===== src/design/assert_macros.svh =====
// Assertion helpers used by the step top design file
`ifndef ASSERT_MACROS_SVH
`define ASSERT_MACROS_SVH

// Same-cycle implication
`define ASSERT_IMP(label, clk, rst_n, ante, cons) \
    label: assert property (@(posedge clk) disable iff (!(rst_n)) (ante) |-> (cons)) \
        else $error("assertion failed");

// Next-cycle implication
`define ASSERT_NEXT(label, clk, rst_n, ante, cons) \
    label: assert property (@(posedge clk) disable iff (!(rst_n)) (ante) |=> (cons)) \
        else $error("assertion failed");

`endif


===== src/design/pmi_pkg.sv =====
package pmi_pkg;

    localparam int W       = 32;
    localparam int F       = 16;
    localparam int DT_BITS = F + 4;
    localparam int NUM_AX  = 3;
    localparam int DIV_STEPS = 2 * W;
    localparam int SQRT_STEPS = W;

    localparam logic signed [W-1:0] S_MAX = {1'b0, {(W-1){1'b1}}};
    localparam logic signed [W-1:0] S_MIN = {1'b1, {(W-1){1'b0}}};
    localparam logic [2*W-1:0] MAG_MAX = {{(W+1){1'b0}}, {(W-1){1'b1}}};
    // round(9.81 * 2^F)
    localparam logic signed [W-1:0] GRAVITY = W'((981 * (64'(1) << F) + 50) / 100);

    // configuration register indexes
    localparam logic [2:0] CFG_MODE      = 3'd0;
    localparam logic [2:0] CFG_SPD_LIM   = 3'd1;
    localparam logic [2:0] CFG_MASS      = 3'd2;
    localparam logic [2:0] CFG_DRAG      = 3'd3;
    localparam logic [2:0] CFG_WIND_N    = 3'd4;
    localparam logic [2:0] CFG_WIND_E    = 3'd5;
    localparam logic [2:0] CFG_WIND_D    = 3'd6;
    localparam logic [2:0] CFG_FAI       = 3'd7;

    typedef enum logic [1:0] {
        CMD_SET_VEL   = 2'd0,
        CMD_SET_FORCE = 2'd1,
        CMD_TICK      = 2'd2
    } t_cmd;

    typedef struct packed {
        logic [1:0]             command;
        logic signed [W-1:0]    vec_north;
        logic signed [W-1:0]    vec_east;
        logic signed [W-1:0]    vec_down;
        logic [DT_BITS-1:0]     time_step;
    } t_in;

    typedef struct packed {
        logic signed [W-1:0]    pos_north;
        logic signed [W-1:0]    pos_east;
        logic signed [W-1:0]    pos_down;
        logic signed [W-1:0]    vel_north;
        logic signed [W-1:0]    vel_east;
        logic signed [W-1:0]    vel_down;
        logic signed [W-1:0]    acc_north;
        logic signed [W-1:0]    acc_east;
        logic signed [W-1:0]    acc_down;
        logic                   on_ground;
        logic signed [W-1:0]    altitude;
        logic [W-2:0]           ground_speed;
    } t_out;

    typedef enum logic [4:0] {
        L_NOP, L_SETV, L_MUL_FORCE, L_SETF, L_MUL_DTV, L_POS, L_COPYV, L_MUL_SQ,
        L_MUL_CLAMP, L_DIV_CLAMP, L_CLAMP_DONE, L_MUL_DRAG, L_DIV_ACC, L_ACC_DONE,
        L_MUL_DTA, L_VEL, L_GROUND
    } t_lane_op;

    typedef struct packed {
        t_lane_op op;
        logic     ground;
    } t_lane_ctl;

    typedef struct packed {
        logic [W-2:0] mass;
        logic [W-2:0] mass_eff;
        logic [W-2:0] drag;
        logic [W-2:0] spd_lim;
        logic         fai;
    } t_lane_cfg;

    typedef struct packed {
        logic signed [W-1:0] pos;
        logic signed [W-1:0] vel;
        logic signed [W-1:0] acc;
        logic                dv_neg;
        logic                df_neg;
        logic                busy;
    } t_lane_stat;

    typedef enum logic [4:0] {
        S_IDLE, S_DECODE, S_SETF, S_POS, S_COPYV, S_SQ1, S_NORM1_GO, S_NORM1_WAIT,
        S_CL_MUL, S_CL_DIV, S_CL_WAIT, S_DRAG_MUL, S_ACC_DIV, S_ACC_WAIT, S_DTA_MUL,
        S_VEL, S_GROUND, S_SQ2, S_NORM2_GO, S_NORM2_WAIT, S_OUT
    } t_state;

    function automatic logic [W-1:0] f_mag(logic signed [W-1:0] x);
        f_mag = x[W-1] ? (~x + 1'b1) : x;
    endfunction

    // magnitude plus sign back to a saturated signed word
    function automatic logic signed [W-1:0] f_sat_mag(logic neg, logic [2*W-1:0] m);
        logic [W-1:0] lo;
        lo = m[W-1:0];
        if (!neg) f_sat_mag = (m > MAG_MAX) ? S_MAX : lo;
        else      f_sat_mag = (m > MAG_MAX) ? S_MIN : (~lo + 1'b1);
    endfunction

    // fixed-point product scaling
    function automatic logic signed [W-1:0] f_fx(logic neg, logic [2*W-1:0] p);
        f_fx = f_sat_mag(neg, p >> F);
    endfunction

    function automatic logic signed [W-1:0] f_sat_add(logic signed [W-1:0] a,
                                                      logic signed [W-1:0] b);
        logic [W:0] s;
        s = {a[W-1], a} + {b[W-1], b};
        if (s[W] != s[W-1]) f_sat_add = s[W] ? S_MIN : S_MAX;
        else                f_sat_add = s[W-1:0];
    endfunction

    function automatic logic signed [W-1:0] f_sat_sub(logic signed [W-1:0] a,
                                                      logic signed [W-1:0] b);
        logic [W:0] s;
        s = {a[W-1], a} - {b[W-1], b};
        if (s[W] != s[W-1]) f_sat_sub = s[W] ? S_MIN : S_MAX;
        else                f_sat_sub = s[W-1:0];
    endfunction

endpackage


===== src/design/pmi_norm.sv =====
module pmi_norm (
    input  logic                    i_clk,
    input  logic                    i_rst_n,
    input  logic                    i_go,
    input  logic [2*pmi_pkg::W-1:0] i_sq0,
    input  logic [2*pmi_pkg::W-1:0] i_sq1,
    input  logic [2*pmi_pkg::W-1:0] i_sq2,
    output logic [pmi_pkg::W-1:0]   o_root,
    output logic                    o_busy
);
    import pmi_pkg::*;

    localparam int CNT_BITS = $clog2(SQRT_STEPS + 1);

    logic [2*W-1:0]      r_rad;
    logic [W+1:0]        r_rem;
    logic [W-1:0]        r_root;
    logic [CNT_BITS-1:0] r_cnt;
    logic                r_busy;

    logic [W+3:0] rem_sh, trial;
    logic         fits;

    // one root bit per cycle
    always_comb begin
        rem_sh = {r_rem, r_rad[2*W-1:2*W-2]};
        trial  = (W+4)'({r_root, 2'b01});
        fits   = (rem_sh >= trial);
    end

    always_ff @(posedge i_clk) begin
        if (!i_rst_n) begin
            r_busy <= 1'b0;
            r_cnt  <= '0;
        end else if (i_go) begin
            // sum of squares stays below 2^64 for three word magnitudes
            r_rad  <= i_sq0 + i_sq1 + i_sq2;
            r_rem  <= '0;
            r_root <= '0;
            r_cnt  <= CNT_BITS'(SQRT_STEPS);
            r_busy <= 1'b1;
        end else if (r_busy) begin
            r_rad  <= r_rad << 2;
            r_rem  <= fits ? (W+2)'(rem_sh - trial) : rem_sh[W+1:0];
            r_root <= {r_root[W-2:0], fits};
            r_cnt  <= r_cnt - 1'b1;
            r_busy <= (r_cnt != CNT_BITS'(1));
        end
    end

    assign o_root = r_root;
    assign o_busy = r_busy;

endmodule


===== config.mk =====
export PLATFORM = sky130hd
export DESIGN_NAME = pmi_norm
export DESIGN_NICKNAME = d
export VERILOG_FILES = /design/src/design/assert_macros.svh /design/src/design/pmi_pkg.sv /design/src/design/pmi_norm.sv
export SDC_FILE = /design/constraint.sdc
export NUM_CORES = 1
export LEC_CHECK = 0
export ABC_AREA = 1
export BUFFER_PORTS_ARGS = -buffer_cell sky130_fd_sc_hd__buf_2
export CORE_MARGIN = 4
export CORE_UTILIZATION = 45
export DETAILED_ROUTE_END_ITERATION = 16
export PLACE_DENSITY = 0.77
export SYNTH_ARGS = -nofsm -noshare
export SYNTH_HDL_FRONTEND = slang
export SYNTH_SLANG_ARGS = --single-unit

===== constraint.sdc =====
create_clock -name i_clk -period 4.3 [get_ports i_clk]
set_input_delay 0.43 -clock i_clk [delete_from_list [all_inputs] [get_ports i_clk]]
set_output_delay 0.43 -clock i_clk [all_outputs]
set_load 0.02 [all_outputs]

# After elaboration in Yosys (flattened, before gate mapping)
# Cells that the tools add are included.
[classes]
add_sub_neg = 4
n_mul = 0
div = 0
n_lt_le_gt_ge = 1
eq_ne = 1
shift = 0
muxes = 9
bitwise_logic = 1
reduce_logical = 3
[ops]
columns = ["op", "count"]
rows = [
  ["adder 64 bit", 2],
  ["2-to-1 mux 64 bit", 2],
  ["2-to-1 mux 34 bit", 2],
  [">= comparator 36 x 34 -> 1 bit", 1],
  ["subtractor 34 bit", 1],
  ["2-to-1 mux 32 bit", 1],
  ["2-to-1 mux 6 bit", 2],
  ["inequality test 6 x 1 -> 1 bit (second input constant)", 1],
  ["subtractor 6 x 1 -> 6 bit (second input constant)", 1],
  ["2-to-1 mux 1 bit", 2],
  ["AND reduction 2 bit", 1],
  ["nonzero test 2 bit", 1],
  ["OR reduction 2 bit", 1],
  ["NOT 1 bit", 1],
]
[totals]
reg_bits = 137
latchBits = 0
ramBits = 0
romBits = 0
in_bits = 195
out_inout_bits = 33
wordCells = 25
n_memories = 0

# Depth between registers and ports, before layout
[logic_depth]
word_depth = 3
depth_mapped = 18
ltp_nobuf = 18

# Least setup slack after synthesis
# No wires, ideal clock.
[synth_timing]
path_kind = "input port to flip-flop"
start = "input i_go"
end = "register r_root[0] (netlist: o_root[0]) (enable)"
setup_ps = 501
t_arrival_ps = 3621
slack_ps = 178
stages = 2
n_path_buf = 1
cell_sequence = "clkbuf_1 o21a_1"
[synth_via]
elab_chain_cells = 2
[synth_lines]
columns = ["element", "line", "rtl"]
rows = [
  ["start: declaration", "pmi_norm.sv:4", "input logic i_go,"],
  ["nonzero test 2 bit (no source line)", "--", ""],
  ["AND reduction 2 bit (no source line)", "--", ""],
  ["end signal: assignment", "pmi_norm.sv:45", "r_root <= {r_root[W-2:0], fits};"],
  ["end: declaration", "pmi_norm.sv:17", "logic [W-1:0] r_root;"],
]
# Every way passes these cells.
# A chain may end at the register's enable or synchronous reset.

# Final worst setup path
[layout_timing]
start = "input i_sq0[1] (netlist name)"
end = "register r_rad[41] (data pin)"
[layout_via]
elab_chain_cells = 3
[layout_lines]
columns = ["element", "line", "rtl"]
rows = [
  ["start: declaration", "pmi_norm.sv:5", "input logic [2*pmi_pkg::W-1:0] i_sq0,"],
  ["adder 64 bit (2 in series)", "pmi_norm.sv:37", "r_rad <= i_sq0 + i_sq1 + i_sq2;"],
  ["2-to-1 mux 64 bit", "pmi_norm.sv:35", "end else if (i_go) begin"],
  ["end signal: assignment", "pmi_norm.sv:37", ""],
  ["end signal: assignment", "pmi_norm.sv:43", "r_rad <= r_rad << 2;"],
  ["end: declaration", "pmi_norm.sv:15", "logic [2*W-1:0] r_rad;"],
]
# Every way passes these cells.

==> reports/qor.yml <==
drc_errors: 0
grt_overflow: 0
syn_to_final_growth_pct: 14.6
pin_count: 228
syn-cell-area_um2: 15200
row_count: 67
hpwl_mm: 36.1
coreArea_um2: 33400
ant_nets: 0
tightestPinTransition_ns: 0.850
die_x_um: 192
start_util_pct: 45.4
grtUsageMet3_pct: 2.62
power_density_nw_per_um2: 352
grt_first_pass_wirelength_mm: 70.1
yosysWarnings: 0
worst-setup-path-type: "input pin to register"
mostFrequentLayoutCells: "nand2_1, inv_1, nor2_1, buf_2, edfxtp_1"
final_area_um2: 17400
die-area_um2: 36700
cp-start-kind: "input pin"
n_antenna_cell: 0
grt_setup_unrepaired: "no"
busiest_layer: "met2"
cts.sinks: 137
post_cts_resized: 0
vias: 14900
gp_congestion: 0.999
postCtsSetupBuffers: 0
io_buffers: 227
fin_util_pct: 52.0
crit_required_ns: 4.49
cts_htree_levels: 4
slew-limit-headroom_pct: 43.4
clock_latency_ns: 0.44
arrival_ns: 3.11
layout_commonest_cell: "nand2_1"
clkTransAtPathRegs_ns: 0.07
hold_path_class: "input pin to register"
grt_util_met1_pct: 30.2
syn_avg_cell_area_um2: 6.38
vias_per_cell: 4.85
leakagePower_nw: 9.80
dpl-instance-area_um2: 16800
drt_wl_total_mm: 43.2
hold_viol_final: 0
grt.total_usage_pct: 23.7
grt_max_degree: 69
maxCapViolCount: 0
cts_tree: "done"
end_kind: "register"
fin_crit_sh_pct: 67.9
grt_pass1_vias: 14600
netlist_instances: 2381
stdcell_count: 3069
total_power_mw: 6.12
crit_path_max_fanout: 4
place_inst: 3037
synth_cell_types: 41
syn_nets: 2738
drive_above_1_share_pct: 11.0
globalRouteMet2Util_pct: 42.2
root_buffer: "clkbuf_16"
async_flop_share_pct: 0
hold_buffers: 0
clk_path_buf_depth: 2
slew_violations: 0
ys_seq_elements: 137
ys.flop_type: "edfxtp_1"
wl_per_cell_um: 14.1
clock.fmax_mhz: 343
antenna_found_initial: 0
peakVddDrop_v: 0.000205
status: "complete, no violations"
fin_tns_setup_ns: 0
first_pass_iters: 8
setup_viol: 0
drt_iter0_markers: 1189
die_y_um: 192
finalCriticalPeriod_ns: 2.92
cts_buffers: 17
synth-edff-count: 130
fin_nets: 2965
fin_worst_skew_ns: 0.0180
ys_seq_area_share_pct: 26.6
[where the power goes]
group	leakage [nW]	switching (mW)	internal, mW	total (mW)
Sequential	1.32	0.0560	1.66	1.72
Combinational	8.20	1.90	0.990	2.89
Clock	0.278	0.648	0.869	1.52
Total	9.80	2.60	3.52	6.12
[cells in the mapped netlist (7+ instances only)]
master | instances | area (µm²)
nand2_2 | 7 | 43.8
nand2_1 | 949 | 3560
edfxtp_1 | 130 | 3900
fa_1 | 64 | 1280
a21oi_1 | 68 | 340
clkbuf_1 | 19 | 71.3
o21ai_1 | 15 | 75.1
o21ai_0 | 45 | 225
ha_1 | 98 | 1230
nor3_1 | 22 | 110
o21bai_1 | 7 | 52.6
nand3b_1 | 17 | 128
inv_1 | 492 | 1850
xor2_1 | 19 | 166
dfxtp_1 | 7 | 140
nor2_1 | 250 | 938
xnor2_1 | 26 | 228
nand3_1 | 102 | 510
[registers in the layout, summed over array words and instances (netlist names)]
signal	count
r_rad	64
o_root	32
r_rem	34
r_cnt	6
o_busy	1
[routing by layer]
layer,vias up,wire (µm)
met4,0,1160
met2,488,21100
met3,79,2350
met5,-,0
met1,6648,18600
li1,7678,-
[final timing paths]
path / start / end / slack (ns) / cells after the start
worst max register to register: r_rem[23] / r_rem[19] / 1.50 / 12
worst min-delay path: i_rst_n / r_cnt[5] / 0.27 / 3
worst min register to register: r_cnt[5] / o_busy / 0.51 / 2
worst max-delay path: i_sq0[1] / r_rad[41] / 1.38 / 17
[area by class of cell]
cell class,count,area [µm²]
Clock buffer,18,429
Clock inverter,14,161
Fill cell,3384,16100
Inverter,494,1860
Multi-Input combinational cell,1723,9150
Sequential cell,137,4040
Tap cell,448,561
Timing Repair Buffer,235,1200
[critical path, stage by stage]
cell     delay, ns
buf_2         0.11
fa_1          0.54
ha_1          0.26
inv_1         0.08
fa_1          0.36
inv_1         0.11
nand3_1       0.08
nand3_1       0.13
nand2_1       0.07
nand2_1       0.17
nand2_1       0.08
nand3_1       0.25
nand3_1       0.16
nand2_1       0.09
nand2_1       0.05
nand3_1       0.08
nand2_1       0.06
[cell families after synthesis]
kind of cell | Yosys count | share of synthesized area (%)
adders and majority gates | 162 | 16.5
AOI/OAI and AO/OA | 144 | 5.02
DFF | 137 | 26.6
xor gates and xnor gates | 45 | 2.60
buffers and inverters | 521 | 13.2
and+or+nand+nor | 1372 | 36.1
[stage by stage]
step | worst slack, ns | hold slack (ns)
after floorplan | 0.178 | 0.451
after global placement | 1.06 | 0.462
after detailed placement | 1.00 | 0.491
after CTS | 1.45 | 0.250
after global routing | 1.19 | 0.276
final | 1.38 | 0.269
No activity file was read; power rests on OpenSTA's default activity.
