===== src/design/assert_macros.svh =====
// Assertion helpers used by the step top design file
`ifndef ASSERT_MACROS_SVH
`define ASSERT_MACROS_SVH

// Same-cycle implication
`define ASSERT_IMP(label, clk, rst_n, ante, cons) \
    label: assert property (@(posedge clk) disable iff (!(rst_n)) (ante) |-> (cons)) \
        else $error("assertion failed");

// Next-cycle implication
`define ASSERT_NEXT(label, clk, rst_n, ante, cons) \
    label: assert property (@(posedge clk) disable iff (!(rst_n)) (ante) |=> (cons)) \
        else $error("assertion failed");

`endif


===== src/design/pmi_pkg.sv =====
package pmi_pkg;

    localparam int W       = 32;
    localparam int F       = 16;
    localparam int DT_BITS = F + 4;
    localparam int NUM_AX  = 3;
    localparam int DIV_STEPS = 2 * W;
    localparam int SQRT_STEPS = W;

    localparam logic signed [W-1:0] S_MAX = {1'b0, {(W-1){1'b1}}};
    localparam logic signed [W-1:0] S_MIN = {1'b1, {(W-1){1'b0}}};
    localparam logic [2*W-1:0] MAG_MAX = {{(W+1){1'b0}}, {(W-1){1'b1}}};
    // round(9.81 * 2^F)
    localparam logic signed [W-1:0] GRAVITY = W'((981 * (64'(1) << F) + 50) / 100);

    // configuration register indexes
    localparam logic [2:0] CFG_MODE      = 3'd0;
    localparam logic [2:0] CFG_SPD_LIM   = 3'd1;
    localparam logic [2:0] CFG_MASS      = 3'd2;
    localparam logic [2:0] CFG_DRAG      = 3'd3;
    localparam logic [2:0] CFG_WIND_N    = 3'd4;
    localparam logic [2:0] CFG_WIND_E    = 3'd5;
    localparam logic [2:0] CFG_WIND_D    = 3'd6;
    localparam logic [2:0] CFG_FAI       = 3'd7;

    typedef enum logic [1:0] {
        CMD_SET_VEL   = 2'd0,
        CMD_SET_FORCE = 2'd1,
        CMD_TICK      = 2'd2
    } t_cmd;

    typedef struct packed {
        logic [1:0]             command;
        logic signed [W-1:0]    vec_north;
        logic signed [W-1:0]    vec_east;
        logic signed [W-1:0]    vec_down;
        logic [DT_BITS-1:0]     time_step;
    } t_in;

    typedef struct packed {
        logic signed [W-1:0]    pos_north;
        logic signed [W-1:0]    pos_east;
        logic signed [W-1:0]    pos_down;
        logic signed [W-1:0]    vel_north;
        logic signed [W-1:0]    vel_east;
        logic signed [W-1:0]    vel_down;
        logic signed [W-1:0]    acc_north;
        logic signed [W-1:0]    acc_east;
        logic signed [W-1:0]    acc_down;
        logic                   on_ground;
        logic signed [W-1:0]    altitude;
        logic [W-2:0]           ground_speed;
    } t_out;

    typedef enum logic [4:0] {
        L_NOP, L_SETV, L_MUL_FORCE, L_SETF, L_MUL_DTV, L_POS, L_COPYV, L_MUL_SQ,
        L_MUL_CLAMP, L_DIV_CLAMP, L_CLAMP_DONE, L_MUL_DRAG, L_DIV_ACC, L_ACC_DONE,
        L_MUL_DTA, L_VEL, L_GROUND
    } t_lane_op;

    typedef struct packed {
        t_lane_op op;
        logic     ground;
    } t_lane_ctl;

    typedef struct packed {
        logic [W-2:0] mass;
        logic [W-2:0] mass_eff;
        logic [W-2:0] drag;
        logic [W-2:0] spd_lim;
        logic         fai;
    } t_lane_cfg;

    typedef struct packed {
        logic signed [W-1:0] pos;
        logic signed [W-1:0] vel;
        logic signed [W-1:0] acc;
        logic                dv_neg;
        logic                df_neg;
        logic                busy;
    } t_lane_stat;

    typedef enum logic [4:0] {
        S_IDLE, S_DECODE, S_SETF, S_POS, S_COPYV, S_SQ1, S_NORM1_GO, S_NORM1_WAIT,
        S_CL_MUL, S_CL_DIV, S_CL_WAIT, S_DRAG_MUL, S_ACC_DIV, S_ACC_WAIT, S_DTA_MUL,
        S_VEL, S_GROUND, S_SQ2, S_NORM2_GO, S_NORM2_WAIT, S_OUT
    } t_state;

    function automatic logic [W-1:0] f_mag(logic signed [W-1:0] x);
        f_mag = x[W-1] ? (~x + 1'b1) : x;
    endfunction

    // magnitude plus sign back to a saturated signed word
    function automatic logic signed [W-1:0] f_sat_mag(logic neg, logic [2*W-1:0] m);
        logic [W-1:0] lo;
        lo = m[W-1:0];
        if (!neg) f_sat_mag = (m > MAG_MAX) ? S_MAX : lo;
        else      f_sat_mag = (m > MAG_MAX) ? S_MIN : (~lo + 1'b1);
    endfunction

    // fixed-point product scaling
    function automatic logic signed [W-1:0] f_fx(logic neg, logic [2*W-1:0] p);
        f_fx = f_sat_mag(neg, p >> F);
    endfunction

    function automatic logic signed [W-1:0] f_sat_add(logic signed [W-1:0] a,
                                                      logic signed [W-1:0] b);
        logic [W:0] s;
        s = {a[W-1], a} + {b[W-1], b};
        if (s[W] != s[W-1]) f_sat_add = s[W] ? S_MIN : S_MAX;
        else                f_sat_add = s[W-1:0];
    endfunction

    function automatic logic signed [W-1:0] f_sat_sub(logic signed [W-1:0] a,
                                                      logic signed [W-1:0] b);
        logic [W:0] s;
        s = {a[W-1], a} - {b[W-1], b};
        if (s[W] != s[W-1]) f_sat_sub = s[W] ? S_MIN : S_MAX;
        else                f_sat_sub = s[W-1:0];
    endfunction

endpackage


===== src/design/pmi_lane.sv =====
module pmi_lane (
    input  logic                        i_clk,
    input  logic                        i_rst_n,
    input  pmi_pkg::t_lane_ctl          i_ctl,
    input  pmi_pkg::t_lane_cfg          i_cfg,
    input  logic signed [pmi_pkg::W-1:0] i_vec,
    input  logic signed [pmi_pkg::W-1:0] i_wind,
    input  logic [pmi_pkg::DT_BITS-1:0] i_dt,
    input  logic [pmi_pkg::W-1:0]       i_norm,
    input  logic                        i_pin_pos,
    output logic [2*pmi_pkg::W-1:0]     o_prod,
    output pmi_pkg::t_lane_stat         o_stat
);
    import pmi_pkg::*;

    localparam int CNT_BITS = $clog2(DIV_STEPS + 1);

    logic signed [W-1:0] r_pos, r_vel, r_acc, r_dv, r_df;
    logic [2*W-1:0]      r_prod;
    logic                r_sign;
    logic [W-1:0]        r_dvsr, r_rem;
    logic [2*W-1:0]      r_quo;
    logic [CNT_BITS-1:0] r_cnt;
    logic                r_busy;

    logic [W-1:0]        mul_a, mul_b;
    logic                mul_neg, is_mul;
    logic signed [W-1:0] diff, num;
    logic [W:0]          div_t;
    logic                div_bit;

    // operand select for the lane multiplier
    always_comb begin
        mul_a   = '0;
        mul_b   = '0;
        mul_neg = 1'b0;
        is_mul  = 1'b0;
        diff    = f_sat_sub(r_vel, i_wind);
        num     = f_sat_sub(r_df, f_fx(r_sign, r_prod));
        unique case (i_ctl.op)
            L_MUL_FORCE: begin
                mul_a = f_mag(i_vec); mul_b = {1'b0, i_cfg.mass};
                mul_neg = i_vec[W-1]; is_mul = 1'b1;
            end
            L_MUL_DTV: begin
                mul_a = W'(i_dt); mul_b = f_mag(r_vel);
                mul_neg = r_vel[W-1]; is_mul = 1'b1;
            end
            L_MUL_SQ: begin
                mul_a = f_mag(r_vel); mul_b = f_mag(r_vel); is_mul = 1'b1;
            end
            L_MUL_CLAMP: begin
                mul_a = f_mag(r_vel); mul_b = {1'b0, i_cfg.spd_lim};
                mul_neg = r_vel[W-1]; is_mul = 1'b1;
            end
            L_MUL_DRAG: begin
                mul_a = {1'b0, i_cfg.drag}; mul_b = f_mag(diff);
                mul_neg = diff[W-1]; is_mul = 1'b1;
            end
            L_MUL_DTA: begin
                mul_a = W'(i_dt); mul_b = f_mag(r_acc);
                mul_neg = r_acc[W-1]; is_mul = 1'b1;
            end
            default: begin
            end
        endcase
    end

    // restoring divider step
    always_comb begin
        div_t   = {r_rem, r_quo[2*W-1]};
        div_bit = (div_t >= {1'b0, r_dvsr});
    end

    // lane state, multiplier and divider
    always_ff @(posedge i_clk) begin
        if (!i_rst_n) begin
            r_pos  <= '0;
            r_vel  <= '0;
            r_acc  <= '0;
            r_dv   <= '0;
            r_df   <= '0;
            r_busy <= 1'b0;
            r_cnt  <= '0;
        end else begin
            if (is_mul) begin
                r_prod <= (2*W)'(mul_a) * (2*W)'(mul_b);
                r_sign <= mul_neg;
            end
            if (r_busy) begin
                r_rem  <= div_bit ? W'(div_t - {1'b0, r_dvsr}) : div_t[W-1:0];
                r_quo  <= {r_quo[2*W-2:0], div_bit};
                r_cnt  <= r_cnt - 1'b1;
                r_busy <= (r_cnt != CNT_BITS'(1));
            end
            unique case (i_ctl.op)
                L_SETV:  r_dv <= i_vec;
                L_SETF:  r_df <= i_cfg.fai ? f_fx(r_sign, r_prod) : i_vec;
                L_POS:   r_pos <= f_sat_add(r_pos, f_fx(r_sign, r_prod));
                L_COPYV: r_vel <= r_dv;
                L_DIV_CLAMP: begin
                    r_quo  <= r_prod;
                    r_dvsr <= i_norm;
                    r_rem  <= '0;
                    r_cnt  <= CNT_BITS'(DIV_STEPS);
                    r_busy <= 1'b1;
                end
                L_CLAMP_DONE: r_vel <= f_sat_mag(r_sign, r_quo);
                L_DIV_ACC: begin
                    r_quo  <= (2*W)'(f_mag(num)) << F;
                    r_sign <= num[W-1];
                    r_dvsr <= {1'b0, i_cfg.mass_eff};
                    r_rem  <= '0;
                    r_cnt  <= CNT_BITS'(DIV_STEPS);
                    r_busy <= 1'b1;
                end
                L_ACC_DONE: r_acc <= f_sat_mag(r_sign, r_quo);
                L_VEL:      r_vel <= f_sat_add(r_vel, f_fx(r_sign, r_prod));
                L_GROUND: begin
                    if (i_ctl.ground) begin
                        r_vel <= '0;
                        if (i_pin_pos) r_pos <= '0;
                    end
                end
                default: begin
                end
            endcase
        end
    end

    assign o_prod = r_prod;
    always_comb begin
        o_stat.pos    = r_pos;
        o_stat.vel    = r_vel;
        o_stat.acc    = r_acc;
        o_stat.dv_neg = r_dv[W-1];
        o_stat.df_neg = r_df[W-1];
        o_stat.busy   = r_busy;
    end

endmodule


===== config.mk =====
export PLATFORM = sky130hd
export DESIGN_NAME = pmi_lane
export DESIGN_NICKNAME = d
export VERILOG_FILES = /design/src/design/assert_macros.svh /design/src/design/pmi_pkg.sv /design/src/design/pmi_lane.sv
export SDC_FILE = /design/constraint.sdc
export NUM_CORES = 2
export LEC_CHECK = 0
export ABC_AREA = 1
export BUFFER_PORTS_ARGS = -buffer_cell sky130_fd_sc_hd__buf_2
export CAP_MARGIN = 20
export CELL_PAD_IN_SITES_DETAIL_PLACEMENT = 2
export CELL_PAD_IN_SITES_GLOBAL_PLACEMENT = 2
export CORE_ASPECT_RATIO = 1.1
export CORE_MARGIN = 1.5
export CORE_UTILIZATION = 40
export CTS_CLUSTER_DIAMETER = 40
export DETAILED_ROUTE_END_ITERATION = 10
export GPL_TIMING_DRIVEN = 0
export MAX_ROUTING_LAYER = met4
export PLACE_DENSITY_LB_ADDON = 0.3
export SLEW_MARGIN = 30
export SYNTH_ARGS = -nofsm -noshare
export SYNTH_HDL_FRONTEND = slang
export SYNTH_SLANG_ARGS = --single-unit
export TNS_END_PERCENT = 5

===== constraint.sdc =====
create_clock -name i_clk -period 20.6 [get_ports i_clk]
set_clock_uncertainty 0.2 [all_clocks]
set_input_delay 2.06 -clock i_clk [delete_from_list [all_inputs] [get_ports i_clk]]
set_output_delay 2.06 -clock i_clk [all_outputs]
set_load 0.1 [all_outputs]

==> results of run 1 <==
## per-layer routing
| metal | overflow | global-route usage |
|---|---|---|
| met1 | 68 | 0.814 |
| met5 | - | - |
| met3 | 65 | 0.673 |
| met2 | 241 | 0.941 |
| met4 | 152 | 0.733 |
## kinds of logic after synthesis
logic type / after synthesis
AO/OA/AOI/OAI: 1556
XOR/XNOR: 274
adder cells (fa/ha/maj): 1335
buffers and inverters: 2099
flip-flops: 361
AND/OR/NAND/NOR: 3254
## synth_stat cells, types with 23 or more instances
library cell	count
nor4_1	40
edfxtp_1	193
ha_1	434
nand2_2	42
fa_1	901
xor2_1	176
nand4_1	61
a22o_1	36
o21ai_0	480
nand2_1	1763
xnor2_1	98
clkbuf_1	227
dfxtp_1	168
inv_2	23
o31ai_1	31
nor3_1	88
nor2_1	812
nand3_1	329
a31oi_1	59
buf_2	65
inv_1	1723
a21oi_1	737
## metrics by stage
| step | worst slack, ps | utilization | hold WS [ps] |
|---|---|---|---|
| 2_1_floorplan | 9150 | - | 250 |
| 3_3_place_gp | 4870 | 0.432 | 266 |
| 3_5_place_dp | 5440 | 0.436 | 275 |
| 4_1_cts | 6100 | 0.446 | 285 |
==> results.ini, run 1 <==
[run_status]
outcome=did not finish
stop_stage=global routing
firstError=[ERROR GRT-0232] Routing congestion too high. Check the congestion heatmap in the GUI.

[place]
dp.cells=11400
gp_congestion=1.06
port-buffer-count=411
postPlaceCellArea_mm2=0.0709
hpwl_mm=347

[clock_network]
cts_setup_buffers=0
hold_buffers=0
cts.root.buffer_cell=clkbuf_16
cts-htree-levels=2
numCtsBuffers=51
post_cts_resized=0
cts.sinks=361
cts_max_path_buffers=3

[yosys]
synth_edf_count=193
synth_area_mm2=0.0655
synth_mux_area_frac=0
syn_avg_cell_area_um2=7.38
ys_types=68
yosysTopAreaCell=fa_1
yosysWarnings=0
async_flop_share=0
synth_nets=10500
synth-xor-area-share=0.0366
synth_top_family_by_area=adder cells
synthSimpleGateAreaFrac=0.209
ys_seq_area_frac=0.140
synthDominantCellAreaShare=0.275
ys_top_cells_by_area=fa_1 28%, nand2_1 10%, inv_1 9.9%, edfxtp_1 8.8%, ha_1 8.3%
synth-compound-area-share=0.132
synthAdderAreaFrac=0.358
syn_inst=8879
ys.flop_type=edfxtp_1
ys_ff_latch=361

[global_routing]
grt_max_degree=36
antenna_found_initial=65
grt-ovfl-total=526
grt_usage=0.809

[die]
pin_count=413
die_h_um=427
die_w_um=389
start_util=0.403
std_cell_rows=155

==> run 2: changes to the inputs <==
CELL_PAD_IN_SITES_DETAIL_PLACEMENT = unset   (was 2)
CELL_PAD_IN_SITES_GLOBAL_PLACEMENT = unset   (was 2)
CORE_ASPECT_RATIO = unset   (was 1.1)
CORE_UTILIZATION = 35   (was 40)
CTS_CLUSTER_DIAMETER = unset   (was 40)
MAX_ROUTING_LAYER = unset   (was met4)
PLACE_DENSITY_LB_ADDON = 0.15   (was 0.3)
==> run 2 against run 1 <==
Compared with the run above: the flow now finishes without violations; synthesized cell count is the same; area after synthesis did not move.
==> results.ini, run 2 <==
[run_status]
outcome=finished clean

[sta]
holdWs_ps=277
max_clock_freq_mhz=73.3
finalSetupTns_ps=0
slew_violations=0
relSlewSlack=0.221
fin_crit_ps=13630
rsz0062_at_grt=no
setup-violations-final=0
period_share=0.662
worst_slew_pin_slew_ps=1170
hold_viol=0

[power_and_ir_drop]
p_per_area_mw_per_mm2=35.2
leakagePower_nw=36.1
max-vdd-ir-drop_mv=0.0635
design_power_total_w=0.00256

[global_routing]
grt_max_degree=35
grt_pass1_vias=63900
grt_usage=0.350
grt_pass1_wl_mm=474
grt-ovfl-total=0
antenna_found_initial=27

[clock_network]
cts_setup_buffers=0
post_cts_resized=0
cts-htree-levels=2
numCtsBuffers=39
cts.sinks=361
clk_latency_ps=590
cts.root.buffer_cell=clkbuf_16
hold_buffers=0
cts_max_path_buffers=3
cts_tree=done
clk_pin_slew_worst_paths_ps=60

[cells_and_area]
drive_gt1_frac=0.0902
fin_area_mm2=0.0726
syn_to_final_growth_pct=10.8
final_nets=10900
final_common_cell=nand2_1
mostFrequentLayoutCells=1761 x nand2_1, 1723 x inv_1, 901 x fa_1, 801 x nor2_1, 735 x a21oi_1

[min_path]
hp-class=flop to flop
holdPathStages=2
min_to=r_cnt[3]
hp-start=r_cnt[3]

[die]
die_h_um=436
fp.coreArea_mm2=0.186
pin_count=413
std_cell_rows=158
die_w_um=436
start_util=0.353
floorplan.die_area_mm2=0.190

[yosys]
synthTopCellsByCount=1763 x nand2_1, 1723 x inv_1, 901 x fa_1
yosysTopAreaCell=fa_1
syn_inst=8879
synthDominantCellAreaShare=0.275
syn_avg_cell_area_um2=7.38
async_flop_share=0
ys_ff_latch=361
synth_edf_count=193
yosysWarnings=0
ys_top_cells_by_area=fa_1 28%, nand2_1 10%, inv_1 9.9%, edfxtp_1 8.8%, ha_1 8.3%
ys_seq_area_frac=0.140
synth.most_common_cell=nand2_1
synth_area_mm2=0.0655
synth_nets=10500
ys_types=68
ys.flop_type=edfxtp_1

[critical_path]
critPathSlowestCell=nor4_1
cp.required_ps=20770
crit_path_max_incr_delay_ps=640
critPathLaunchType=primary input
critPathArrivalTime_ps=13800
r2r_cells=54
r2r-end=o_prod[50]
path_delay_family=adder cells
r2r_start=r_vel[0]
path_class=primary input to flop
cpMostUsedCell=nand2_1
critPathCaptureType=flop
cp_max_fo=10
timing.critical_path.buf_inv=12
reg2reg_slack_ps=7610

[place]
gp_congestion=1.06
hpwl_mm=288
postPlaceCellArea_mm2=0.0713
port-buffer-count=411

[run]
max-cap-violations=0

[detailed_routing]
vias=64500
drc_errors=0
dr.pass1.iters=6
antenna_left=0
via_per_inst=5.43
drt-total-wl_mm=339
drt_iter0_drc=6734
wl_per_cell_um=28.5

## run 2: worst reg2reg max path, delay by kind of cell (launching register included)
kind / cells / cell delay (ps)
adders and majority gates: 12 / 5470
and+or+nand+nor: 26 / 3370
buffers and inverters: 12 / 2110
DFF: 1 / 710
AOI/OAI and AO/OA: 3 / 610
xor gates and xnor gates: 1 / 310
## run 2: where the power goes
part | switching [W] | leakage (nW) | total, W | internal [W]
Sequential | 0.0000557 | 3.14 | 0.000839 | 0.000783
Combinational | 0.000736 | 32.3 | 0.000997 | 0.000260
Clock | 0.000330 | 0.605 | 0.000722 | 0.000392
## run 2: layout make-up
type / count / area (µm²)
Sequential cell: 361 / 9160
Fill cell: 19800 / 113000
Clock inverter: 23 / 204
Buffer: 339 / 1590
Tap cell: 2480 / 3100
Multi-Input combinational cell: 6419 / 48500
Clock buffer: 46 / 1040
Timing Repair Buffer: 439 / 2440
Inverter: 1760 / 6610
Antenna cell: 14 / 35.0
## run 2: worst max-delay path by stage
stage / startpoint / to / cells past startpoint
after floorplan: i_wind[0] / o_prod[41] / 49
after global placement: i_ctl[5] / o_prod[43] / 34
after detailed placement: i_ctl[5] / o_prod[50] / 41
after CTS: i_ctl[5] / o_prod[50] / 41
after global routing: i_wind[0] / o_prod[50] / 55
final: i_wind[0] / o_prod[50] / 53
## run 2: per-stage QoR
step | setup slack (ps) | cells | utilization
3_3_place_gp | 5830 | 11800 | 0.381
4_1_cts | 6900 | 11900 | 0.391
6_report | 6970 | 11900 | 0.391
2_1_floorplan | 9150 | 8879 | -
5_1_grt | 6250 | 11900 | 0.391
3_5_place_dp | 6320 | 11800 | 0.384
## run 2: routing by layer
metal / global-route usage / vias up / part of all wire
met5: 0 / - / 0.00030
li1: - / 28900 / -
met1: 0.446 / 32000 / 0.41
met4: 0.197 / 16 / 0.068
met2: 0.563 / 2920 / 0.45
met3: 0.0569 / 645 / 0.075
## run 2: logic make-up (layout without fill, tap and decap cells)
logic type / Yosys count / count (layout) / synth area share
AOI/OAI and AO/OA: 1556 / 1556 / 0.132
xor gates and xnor gates: 274 / 274 / 0.0366
adders and majority gates: 1335 / 1335 / 0.358
buffers and inverters: 2099 / 2607 / 0.124
DFF: 361 / 361 / 0.140
other: 0 / 14 / 0
and+or+nand+nor: 3254 / 3254 / 0.209
Note: power is estimated with default switching activity, not from simulation.
